**config.mk**
```make
export PLATFORM = sky130hd
export DESIGN_NAME = acl_front
export DESIGN_NICKNAME = d
export VERILOG_FILES = /design/src/design/acl_pkg.sv /design/src/design/acl_front.sv
export SDC_FILE = /design/constraint.sdc
export NUM_CORES = 1
export LEC_CHECK = 0
export BUFFER_PORTS_ARGS = -buffer_cell sky130_fd_sc_hd__buf_2
export CAP_MARGIN = 20
export CORE_AREA = 2 2 93 95
export DETAILED_ROUTE_END_ITERATION = 10
export DIE_AREA = 0 0 95 97
export GPL_TIMING_DRIVEN = 0
export SYNTH_ARGS = -nofsm -noshare
export SYNTH_HDL_FRONTEND = slang
export SYNTH_SLANG_ARGS = --single-unit
```
**constraint.sdc**
```tcl
create_clock -name vclk -period 1
set_clock_uncertainty 0.2 [all_clocks]
set_input_delay 0.1 -clock vclk [all_inputs]
set_output_delay 0.1 -clock vclk [all_outputs]
set_load 0.005 [all_outputs]
```
**src/design/acl_pkg.sv**
```systemverilog
// shared constants, command codes and types for the batched five-tuple acl
// no dependencies
`default_nettype none

package acl_pkg;

   // table geometry: the rule index field reaches 256 entries at most
   localparam int RULE_COUNT  = 256;
   localparam int BATCH_SLOTS = 4;
   localparam int INDEX_SPAN  = 256;
   localparam int TABLE_DEPTH = (RULE_COUNT < INDEX_SPAN) ? RULE_COUNT : INDEX_SPAN;
   localparam int ADDR_W      = (TABLE_DEPTH > 1) ? $clog2(TABLE_DEPTH) : 1;

   // key widths of the two rule stores
   localparam int ADDR_KEY_W = 64;
   localparam int PP_KEY_W   = 40;

   // protocol numbers and the all-drop verdict
   localparam logic [7:0]  PROTO_TCP     = 8'd6;
   localparam logic [7:0]  PROTO_UDP     = 8'd17;
   localparam logic [15:0] ALL_DROP_WORD = 16'h1111;

   // command queue between front and back
   localparam int QUEUE_DEPTH = 2;
   localparam int QPTR_W      = (QUEUE_DEPTH > 1) ? $clog2(QUEUE_DEPTH) : 1;
   localparam int QCOUNT_W    = $clog2(QUEUE_DEPTH + 1);

   // command codes
   localparam logic [2:0] CMD_NONE  = 3'd0;
   localparam logic [2:0] CMD_WRITE = 3'd1;
   localparam logic [2:0] CMD_CLEAR = 3'd2;
   localparam logic [2:0] CMD_SCAN  = 3'd3;
   localparam logic [2:0] CMD_FAIL  = 3'd4;

   typedef struct packed {
      logic [2:0]            op;
      logic                  last;
      logic [1:0]            slot;
      logic [ADDR_W-1:0]     index;
      logic [ADDR_KEY_W-1:0] addr_key;
      logic [PP_KEY_W-1:0]   pp_key;
   } cmd_type;

   typedef struct packed {
      logic empty;
      logic full;
   } queue_status_type;

endpackage

`default_nettype wire

```
**src/design/acl_front.sv**
```systemverilog
// front end: classifies an incoming item into a back-end command
// depends on acl_pkg
`default_nettype none

module acl_front (
   input  logic             req_kind,
   input  logic [7:0]       req_rule_index,
   input  logic             req_rule_enable,
   input  logic [1:0]       req_slot,
   input  logic             req_last_of_batch,
   input  logic             req_header_complete,
   input  logic [31:0]      req_source_address,
   input  logic [31:0]      req_dest_address,
   input  logic [7:0]       req_protocol,
   input  logic [15:0]      req_source_port,
   input  logic [15:0]      req_dest_port,
   output acl_pkg::cmd_type cmd
);

   import acl_pkg::*;

   logic index_in_table;
   logic slot_in_batch;
   logic header_ok;

   // range checks and parse check
   always_comb begin
      index_in_table = {1'b0, req_rule_index} < 9'(TABLE_DEPTH);
      slot_in_batch  = {1'b0, req_slot} < 3'(BATCH_SLOTS);
      header_ok      = req_header_complete &&
                       (req_protocol == PROTO_TCP || req_protocol == PROTO_UDP);
   end

   // build the command; rule writes never close a batch
   always_comb begin
      cmd.addr_key = {req_source_address, req_dest_address};
      cmd.pp_key   = {req_source_port, req_dest_port, req_protocol};
      cmd.index    = req_rule_index[ADDR_W-1:0];
      cmd.slot     = req_slot;
      cmd.last     = req_kind & req_last_of_batch;
      if (!req_kind) begin
         if (!index_in_table) begin
            cmd.op = CMD_NONE;
         end else if (req_rule_enable) begin
            cmd.op = CMD_WRITE;
         end else begin
            cmd.op = CMD_CLEAR;
         end
      end else if (!slot_in_batch) begin
         cmd.op = CMD_NONE;
      end else if (!header_ok) begin
         cmd.op = CMD_FAIL;
      end else begin
         cmd.op = CMD_SCAN;
      end
   end

endmodule

`default_nettype wire

```
==> flow_summary_export.csv <==
group,metric,value,unit
detailed_routing,wl_per_cell,9.52,µm
detailed_routing,dr.pass1.iters,2,
detailed_routing,drc,0,
synth,synth_nets,243,
status,status,"finished with violations",
worst_setup_path,setup.worst_path.class,"in -> out",
worst_setup_path,path_max_fanout,3,
timing,setup_viol,3,
global_route,grt_pass1_vias,935,
pwr,ir_drop,0.000127,V
finish,final_common_cell,"buf_2",
worst_setup_path,crit_cells,5,
worst_setup_path,cp.buffers_inverters,2,
finish,finalNonFillerCells,361,
finish,fin_area,1780,µm²
worst_setup_path,slowest_delay,0.33,ns
synth,synthCells,125,
worst_setup_path,cp_slowest_cell,"and4bb_2",
worst_setup_path,crit_family,"simple AND/OR/NAND/NOR gates",
global_route,grt_antenna_before_repair,0,
floorplan,io_pins,236,
placement,gp_congestion,0.791,
status,violations,"negative setup slack",
detailed_routing,viasPerCell,3.12,
worst_setup_path,cp_data_arrival_time,0.91,ns
finish,n_clock_buffer,0,
synth,yosysSeqAreaShare,0,
floorplan,core-area,8130,µm²
timing,finalCritPeriodShare,1.21,
worst_setup_path,end_kind,"primary output",
finish,area_growth,86.6,%
timing,min_period,1.21,ns
floorplan,die_h,97,µm
timing,worst-slew-pin-transition,0.203,ns
floorplan,dieArea,9220,µm²
global_route,grt_overflow,0,
placement,io_buffers,130,
synth,synth.avg_cell_area,7.63,µm²
worst_setup_path,crit_required,0.70,ns
finish,drive_gt1_frac,0.973,
global_route,grt_pass1_wl,4230,µm
hold_path,hold_class,"in -> out",
global_route,grt_max_degree,6,
finish,layout_common_cells,"126 x buf_2, 115 x buf_4, 4 x buf_6",
detailed_routing,ant_nets,0,
global_route,grt_usage,0.0565,
worst_setup_path,setup.worst_path.end,"cmd[117]",
timing,rsz0062_at_grt,"yes",
floorplan,initial_core_util,0.117,
worst_setup_path,path_cells,"buf_6 -> and4bb_2 -> o211ai_1 -> and2_1 -> buf_2",
finish,diodes,0,
flow_run,cap_violations,0,
detailed_routing,drt_iter0_drc,4,
finish,nets,376,
floorplan,rows,33,
synth,yosys_warnings,0,
hold_path,min_from,"req_dest_port[15]",
finish,num-fill-cells,876,
synth,netlist_area,953,µm²
pwr,power_density,378,nW/µm²
placement,place_area,1740,µm²
timing,slew_viol_final,0,
synth,synth.distinct_cells,10,
finish,n_sequential_cell,0,
placement,post-dp-hpwl,3260,µm
timing,worst_slack,-0.212,ns
pwr,total_leakage_power,0.00111,µW
timing,hold_viol,0,
timing,maxSlewHeadroom,0.864,
detailed_routing,num_vias,1127,
worst_setup_path,cp-start-kind,"input pin",
timing,fmax,825,MHz
placement,dp_cells,360,
detailed_routing,drt-total-wl,3440,µm
worst_setup_path,crit_start,"req_protocol[2]",
finish,regArea,0,µm²
floorplan,die_width,95,µm
[synthesized netlist by cell type]
cell / number / area [µm²]
and2_1: 2 / 12.5
inv_1: 1 / 3.75
nor3_4: 1 / 16.3
o211ai_1: 1 / 7.51
and4bb_1: 1 / 12.5
o21ai_1: 2 / 10.0
o2111ai_2: 1 / 15.0
buf_4: 114 / 856
and4bb_2: 1 / 12.5
and2b_1: 1 / 7.51
[worst min path at each step]
stage,end,slack (ns),depth (start not counted)
after floorplan,cmd[115],0.05,1
after global placement,cmd[33],0.17,2
after detailed placement,cmd[43],0.17,2
after CTS,cmd[43],0.17,2
after global routing,cmd[62],0.17,2
final,cmd[23],0.17,2
[area by class of cell]
type | instances | area [µm²] | share of cell area
Buffer | 114 | 856 | 0.481
Timing Repair Buffer | 131 | 683 | 0.384
Tap cell | 105 | 131 | 0.0738
Multi-Input combinational cell | 10 | 105 | 0.0591
Inverter | 1 | 3.75 | 0.00211
[per-stage QoR]
| stage | TNS [ns] | utilization | power [µW] | setup slack [ns] | hold slack (ns) |
|---|---|---|---|---|---|
| floorplan | 0 | - | 387 | 0.0673 | 0.0485 |
| global placement | -0.621 | 0.213 | 661 | -0.219 | 0.167 |
| detailed placement | -0.641 | 0.213 | 664 | -0.223 | 0.166 |
| CTS | -0.574 | 0.216 | 676 | -0.205 | 0.166 |
| global route | -0.741 | 0.219 | 729 | -0.253 | 0.168 |
| finish | -0.571 | 0.219 | 672 | -0.212 | 0.165 |
[layer usage]
metal | GRT usage | vias up | share of wire
met2 | 0.143 | 130 | 0.61
met3 | 0.00234 | 0 | 0.14
met4 | 0 | 0 | 0
met5 | 0 | - | 0
li1 | - | 534 | -
met1 | 0.0424 | 463 | 0.25
[power by group]
part           internal (µW)  switching (µW)
logic                    473             199
registers                  0               0
clock network              0               0
total                    473             199
[kinds of logic (layout without fill, tap and decap cells)]
kind of cell / count (synthesis) / in the layout / share of synthesized area
buffers and inverters: 115 / 246 / 0.902
and+or+nand+nor: 6 / 6 / 0.0643
AOI/OAI and AO/OA: 4 / 4 / 0.0341
[timing repair]
action                     4_1_cts  5_1_grt
gates resized for setup          5        2
hold buffers                     0        0
setup buffers                    0        1
setup endpoints to repair        3        3
pin swaps                        3        2
Power figures use the tool's default switching activity.
