**src/design/acl_pkg.sv**
```systemverilog
// shared constants, command codes and types for the batched five-tuple acl
// no dependencies
`default_nettype none

package acl_pkg;

   // table geometry: the rule index field reaches 256 entries at most
   localparam int RULE_COUNT  = 256;
   localparam int BATCH_SLOTS = 4;
   localparam int INDEX_SPAN  = 256;
   localparam int TABLE_DEPTH = (RULE_COUNT < INDEX_SPAN) ? RULE_COUNT : INDEX_SPAN;
   localparam int ADDR_W      = (TABLE_DEPTH > 1) ? $clog2(TABLE_DEPTH) : 1;

   // key widths of the two rule stores
   localparam int ADDR_KEY_W = 64;
   localparam int PP_KEY_W   = 40;

   // protocol numbers and the all-drop verdict
   localparam logic [7:0]  PROTO_TCP     = 8'd6;
   localparam logic [7:0]  PROTO_UDP     = 8'd17;
   localparam logic [15:0] ALL_DROP_WORD = 16'h1111;

   // command queue between front and back
   localparam int QUEUE_DEPTH = 2;
   localparam int QPTR_W      = (QUEUE_DEPTH > 1) ? $clog2(QUEUE_DEPTH) : 1;
   localparam int QCOUNT_W    = $clog2(QUEUE_DEPTH + 1);

   // command codes
   localparam logic [2:0] CMD_NONE  = 3'd0;
   localparam logic [2:0] CMD_WRITE = 3'd1;
   localparam logic [2:0] CMD_CLEAR = 3'd2;
   localparam logic [2:0] CMD_SCAN  = 3'd3;
   localparam logic [2:0] CMD_FAIL  = 3'd4;

   typedef struct packed {
      logic [2:0]            op;
      logic                  last;
      logic [1:0]            slot;
      logic [ADDR_W-1:0]     index;
      logic [ADDR_KEY_W-1:0] addr_key;
      logic [PP_KEY_W-1:0]   pp_key;
   } cmd_type;

   typedef struct packed {
      logic empty;
      logic full;
   } queue_status_type;

endpackage

`default_nettype wire

```
**src/design/acl_queue.sv**
```systemverilog
// short command queue decoupling the front end from the back end
// depends on acl_pkg
`default_nettype none

module acl_queue (
   input  logic                      clock,
   input  logic                      reset,
   input  logic                      push,
   input  acl_pkg::cmd_type          push_cmd,
   input  logic                      pop,
   output acl_pkg::cmd_type          head_cmd,
   output acl_pkg::queue_status_type status
);

   import acl_pkg::*;

   cmd_type             entry_ff [QUEUE_DEPTH];
   logic [QPTR_W-1:0]   wr_ptr_ff, wr_ptr_in;
   logic [QPTR_W-1:0]   rd_ptr_ff, rd_ptr_in;
   logic [QCOUNT_W-1:0] count_ff, count_in;
   logic                do_push;
   logic                do_pop;

   // status
   always_comb begin
      status.empty = (count_ff == '0);
      status.full  = (count_ff == QCOUNT_W'(QUEUE_DEPTH));
      do_push      = push && !status.full;
      do_pop       = pop && !status.empty;
   end

   // pointer and fill count update
   always_comb begin
      wr_ptr_in = wr_ptr_ff;
      rd_ptr_in = rd_ptr_ff;
      count_in  = count_ff;
      if (do_push) begin
         wr_ptr_in = (wr_ptr_ff == QPTR_W'(QUEUE_DEPTH - 1)) ? '0 : wr_ptr_ff + 1'b1;
      end
      if (do_pop) begin
         rd_ptr_in = (rd_ptr_ff == QPTR_W'(QUEUE_DEPTH - 1)) ? '0 : rd_ptr_ff + 1'b1;
      end
      if (do_push && !do_pop) begin
         count_in = count_ff + 1'b1;
      end else if (do_pop && !do_push) begin
         count_in = count_ff - 1'b1;
      end
   end

   always_ff @(posedge clock) begin
      if (reset) begin
         wr_ptr_ff <= '0;
         rd_ptr_ff <= '0;
         count_ff  <= '0;
      end else begin
         wr_ptr_ff <= wr_ptr_in;
         rd_ptr_ff <= rd_ptr_in;
         count_ff  <= count_in;
      end
   end

   // entry storage
   always_ff @(posedge clock) begin
      if (do_push) begin
         entry_ff[wr_ptr_ff] <= push_cmd;
      end
   end

   assign head_cmd = entry_ff[rd_ptr_ff];

endmodule

`default_nettype wire

```
**config.mk**
```make
export PLATFORM = sky130hd
export DESIGN_NAME = acl_queue
export DESIGN_NICKNAME = d
export VERILOG_FILES = /design/src/design/acl_pkg.sv /design/src/design/acl_queue.sv
export SDC_FILE = /design/constraint.sdc
export NUM_CORES = 1
export LEC_CHECK = 0
export ABC_AREA = 0
export BUFFER_PORTS_ARGS = -buffer_cell sky130_fd_sc_hd__buf_2
export CAP_MARGIN = 40
export CORE_UTILIZATION = 52
export DETAILED_ROUTE_END_ITERATION = 16
export PLACE_DENSITY = 0.88
export SLEW_MARGIN = 20
export SYNTH_ARGS = -nofsm -noshare
export SYNTH_HDL_FRONTEND = slang
export SYNTH_SLANG_ARGS = --single-unit
```
**constraint.sdc**
```tcl
create_clock -name clock -period 4.7 [get_ports clock]
set_input_delay 0.94 -clock clock [delete_from_list [all_inputs] [get_ports clock]]
set_output_delay 0.94 -clock clock [all_outputs]
set_load 0.05 [all_outputs]
```
==> impl_results.md <==
- Outcome: complete, no violations
- Overflow left after global routing: 0
- Post-route worst hold slack: 0.5302 ns
- Element type at the critical path end: output port
- Cell Count, Final, Fillers Out: a little under 900
- Share of the synthesized area in compound gates (AO/OA/AOI/OAI): 0.002844
- Vias in the first global route: just under 5,000
- Total track usage: 0.1818
- Post-Synthesis Cells: slightly below 400
- Fraction of power consumed by sequential logic: 0.392
- Layout fillers: 1,081
- Relative area change from synthesis to final layout: 26.02%
- Share of synthesized flip-flops with an asynchronous set or reset: 0
- Deepest clock path buffer count: 3
- Worst stage delay on the critical path: 0.73 ns
- Clock input transition at the sequential cells of the worst setup and hold paths: 0.06 ns
- Final setup TNS: 0 ns
- Final Worst Setup Slack: roughly 1.4 ns
- Largest net degree at the start of global routing: 78
- HP Class: flop to flop
- Switch share: 0.3651
- Max H-tree Level: 1
- # clock sinks: 241
- Net switching component of the power: around 0.0026 W
- Number of failing hold endpoints at the final stage: 0
- Top-count cell post-synth: sky130_fd_sc_hd__edfxtp_1
- Starting Density: 0.5324
- Mean instance size in the synthesized netlist: ~22 um^2
- Category of the worst setup path launch point: flop
- Adder and majority gate portion of the synthesized area: 0.001422
- Die area: about 0.017 mm^2
- Synth Net Count: around 520
- Cells after DPL: between 800 and 900
- Worst skew pair latency: roughly 0.51 ns
- Number of synthesized flops with an enable pin: ~240
- Row count: 47
- Origin of the worst min-delay path: wr_ptr_ff
- Gp weighted congestion: ~0.76
- Fraction of layout instances using a drive strength above 1: 0.6072
- Area share of and/or/nand/nor cells after synthesis: 0.005262
- Final period utilization: 0.6984
- Total Nets Final: between 700 and 800
- Upper clock frequency limit: 304.6 MHz
- Pre-CTS worst setup slack: approximately 1.9 ns
- Post-synthesis cell area: between 0.008 and 0.009 mm^2
- Setup Viol. Count Final: 0
- Number of antenna diodes: 0
- Residual DRC: 0
- Count of maximum capacitance violations: 0
- Dominant combinational cell family by area after synthesis: multiplexers
- Relative slew margins: 0.6019
- Wire length after detailed routing: between 15 and 20 mm
- Top cells by area, synth: sky130_fd_sc_hd__edfxtp_1, sky130_fd_sc_hd__mux2_2, sky130_fd_sc_hd__mux2_4
- 1st-pass router iterations: 4
- Overall via count from detail_route: between 4,000 and 5,000
- Die Y-Extent: between 100 and 150 um
- Synth warnings: 0
- Tightest Pin Transition: about 0.6 ns
- Critical path cell sequence: buf_4, mux2_2, buf_2
- Number of antenna violations at the first check in global routing: 0
- Total leakage power: approximately 4.2 nW
- Final critical delay including setup and external delays: about 3.3 ns
- Proportion of power drawn by combinational gates: 0.340
- Detail-routed via count per cell: approximately 5
- Cell at the slowest stage of the critical path: sky130_fd_sc_hd__dfxtp_4
- Die width: about 130 um
- Count of routing violations after the opening detailed-route iteration: 229
- Relative contribution of the clock network to total power: 0.268
- Top post-synthesis cells by count: sky130_fd_sc_hd__edfxtp_1, sky130_fd_sc_hd__mux2_2, sky130_fd_sc_hd__mux2_4, sky130_fd_sc_hd__buf_2
- Critical R2R Launch: count_ff[0]
- Area of the placeable core: about 0.017 mm^2
- Number of top-level pins: 242
- Maximum resistive drop on vdd: about 0.46 mV
- Internal Pwr Total: approximately 0.0046 W
- Wire length of the first global-routing pass: ~25 mm
- #FFs+latches synth: roughly 240
- Wirelength per Cell: roughly 18 um
- Post-synth top area share: 0.8055
- Buffer cell driving the clock tree root: sky130_fd_sc_hd__clkbuf_16
- Detailed placement HPWL: 10.67 mm
- Power density relative to cell area: about 650 mW/mm^2
- Number of buffers created by CTS: 24
- Most instantiated flip-flop cell in the synthesis netlist: sky130_fd_sc_hd__edfxtp_1
- Post-route antenna net violation count: 0
- Class of the most critical setup path: flop to output port
- Count of distinct cell types in the synthesized netlist: 15
- Post-CTS Resized: 0
- Arr. time, crit path: around 2.3 ns
- Post-synthesis mux area share: 0.1596
- Clock Skews: roughly 0.014 ns
- Number of I/O port buffers: 241
- CTS hold repair buffers: 0
- Setup repair after global routing missed its margin: false
- Max Fanout on Critical Path: 44
- Biggest area consumer among synthesized cells: sky130_fd_sc_hd__edfxtp_1
- Xor/xnor share of the synthesized area: 0.002986
- Final count of pins violating max slew: 0
- CTS tree: built
- Post-CTS repair timing setup buffer count: 0
- Sequential share of the synthesized area: 0.8168
- Critical path required time: 3.76 ns
==> sequential cells by signal, summed over array words and instances, names as in the netlist, named ones only <==
name and flops:
rd_ptr_ff 1, count_ff 2, wr_ptr_ff 1, entry_ff 236
==> critical path, delay by kind of cell, from the launching register on <==
kind     cells  cell delay, ns
flops        1            0.73
buf+inv      2            0.68
mux          1            0.41
==> placed cells by master, fill, tap and decap left out, types with 2 or more instances in the layout <==
cell	n
sky130_fd_sc_hd__clkinvlp_4	3
sky130_fd_sc_hd__or3_1	2
sky130_fd_sc_hd__buf_12	3
sky130_fd_sc_hd__bufinv_16	4
sky130_fd_sc_hd__o21ai_0	3
sky130_fd_sc_hd__nor2_1	5
sky130_fd_sc_hd__buf_4	3
sky130_fd_sc_hd__clkbuf_16	25
sky130_fd_sc_hd__clkinv_2	4
sky130_fd_sc_hd__mux2_4	20
sky130_fd_sc_hd__dfxtp_1	4
sky130_fd_sc_hd__clkinv_1	4
sky130_fd_sc_hd__edfxtp_1	236
sky130_fd_sc_hd__mux2_2	98
sky130_fd_sc_hd__a21oi_1	2
sky130_fd_sc_hd__buf_2	241
sky130_fd_sc_hd__xor2_1	3
==> final cells by class <==
type,instances,area [um^2],share of cell area
Sequential cell,241,7191,0.6485
Multi-Input combinational cell,136,1516,0.1368
Timing Repair Buffer,247,1289,0.1162
Clock buffer,26,629.4,0.05676
Tap cell,220,275.3,0.02483
Clock inverter,15,177.7,0.01602
Inverter,2,10.01,0.0009027
==> kinds of logic (layout without fill, tap and decap cells) <==
| group | count (synthesis) | after routing |
|---|---|---|
| buffers and inverters | 15 | 290 |
| xor gates and xnor gates | 3 | 3 |
| AOI/OAI and AO/OA | 5 | 5 |
| and+or+nand+nor | 9 | 9 |
| DFF | 241 | 241 |
| muxes | 118 | 118 |
| adders and majority gates | 1 | 1 |
==> per-layer routing <==
layer / share of wire / global-route usage
met1: 0.37 / 0.2007
met2: 0.52 / 0.3304
met3: 0.084 / 0.05805
met4: 0.025 / 0.06072
met5: 0 / 0
==> per-stage QoR <==
stage               total power (W)    util  area [um^2]
CTS                        0.007254  0.6710        11090
floorplan                  0.004824       -         8798
detailed placement         0.005324  0.6222        10280
global placement           0.005254  0.6210        10260
global route               0.007433  0.6710        11090
finish                     0.007200  0.6710        11090
==> path summary, 6_finish.rpt <==
| path | endpoint | slack (ns) | cells after the start |
|---|---|---|---|
| setup reg to reg | entry_ff[1][17] | 2.53 | 4 |
| hold reg to reg | wr_ptr_ff | 0.53 | 2 |
| hold / removal | wr_ptr_ff | 0.53 | 2 |
| setup / recovery | head_cmd[3] | 1.42 | 3 |
==> power groups by stage <==
stage          logic (W)  clock network (W)  registers, W
5_1_grt          0.00254            0.00204       0.00285
6_report         0.00245            0.00193       0.00282
2_1_floorplan    0.00200                  0       0.00282
3_5_place_dp     0.00245                  0       0.00287
4_1_cts          0.00246            0.00196       0.00283
3_3_place_gp     0.00240                  0       0.00285
Power figures use the tool's default switching activity.
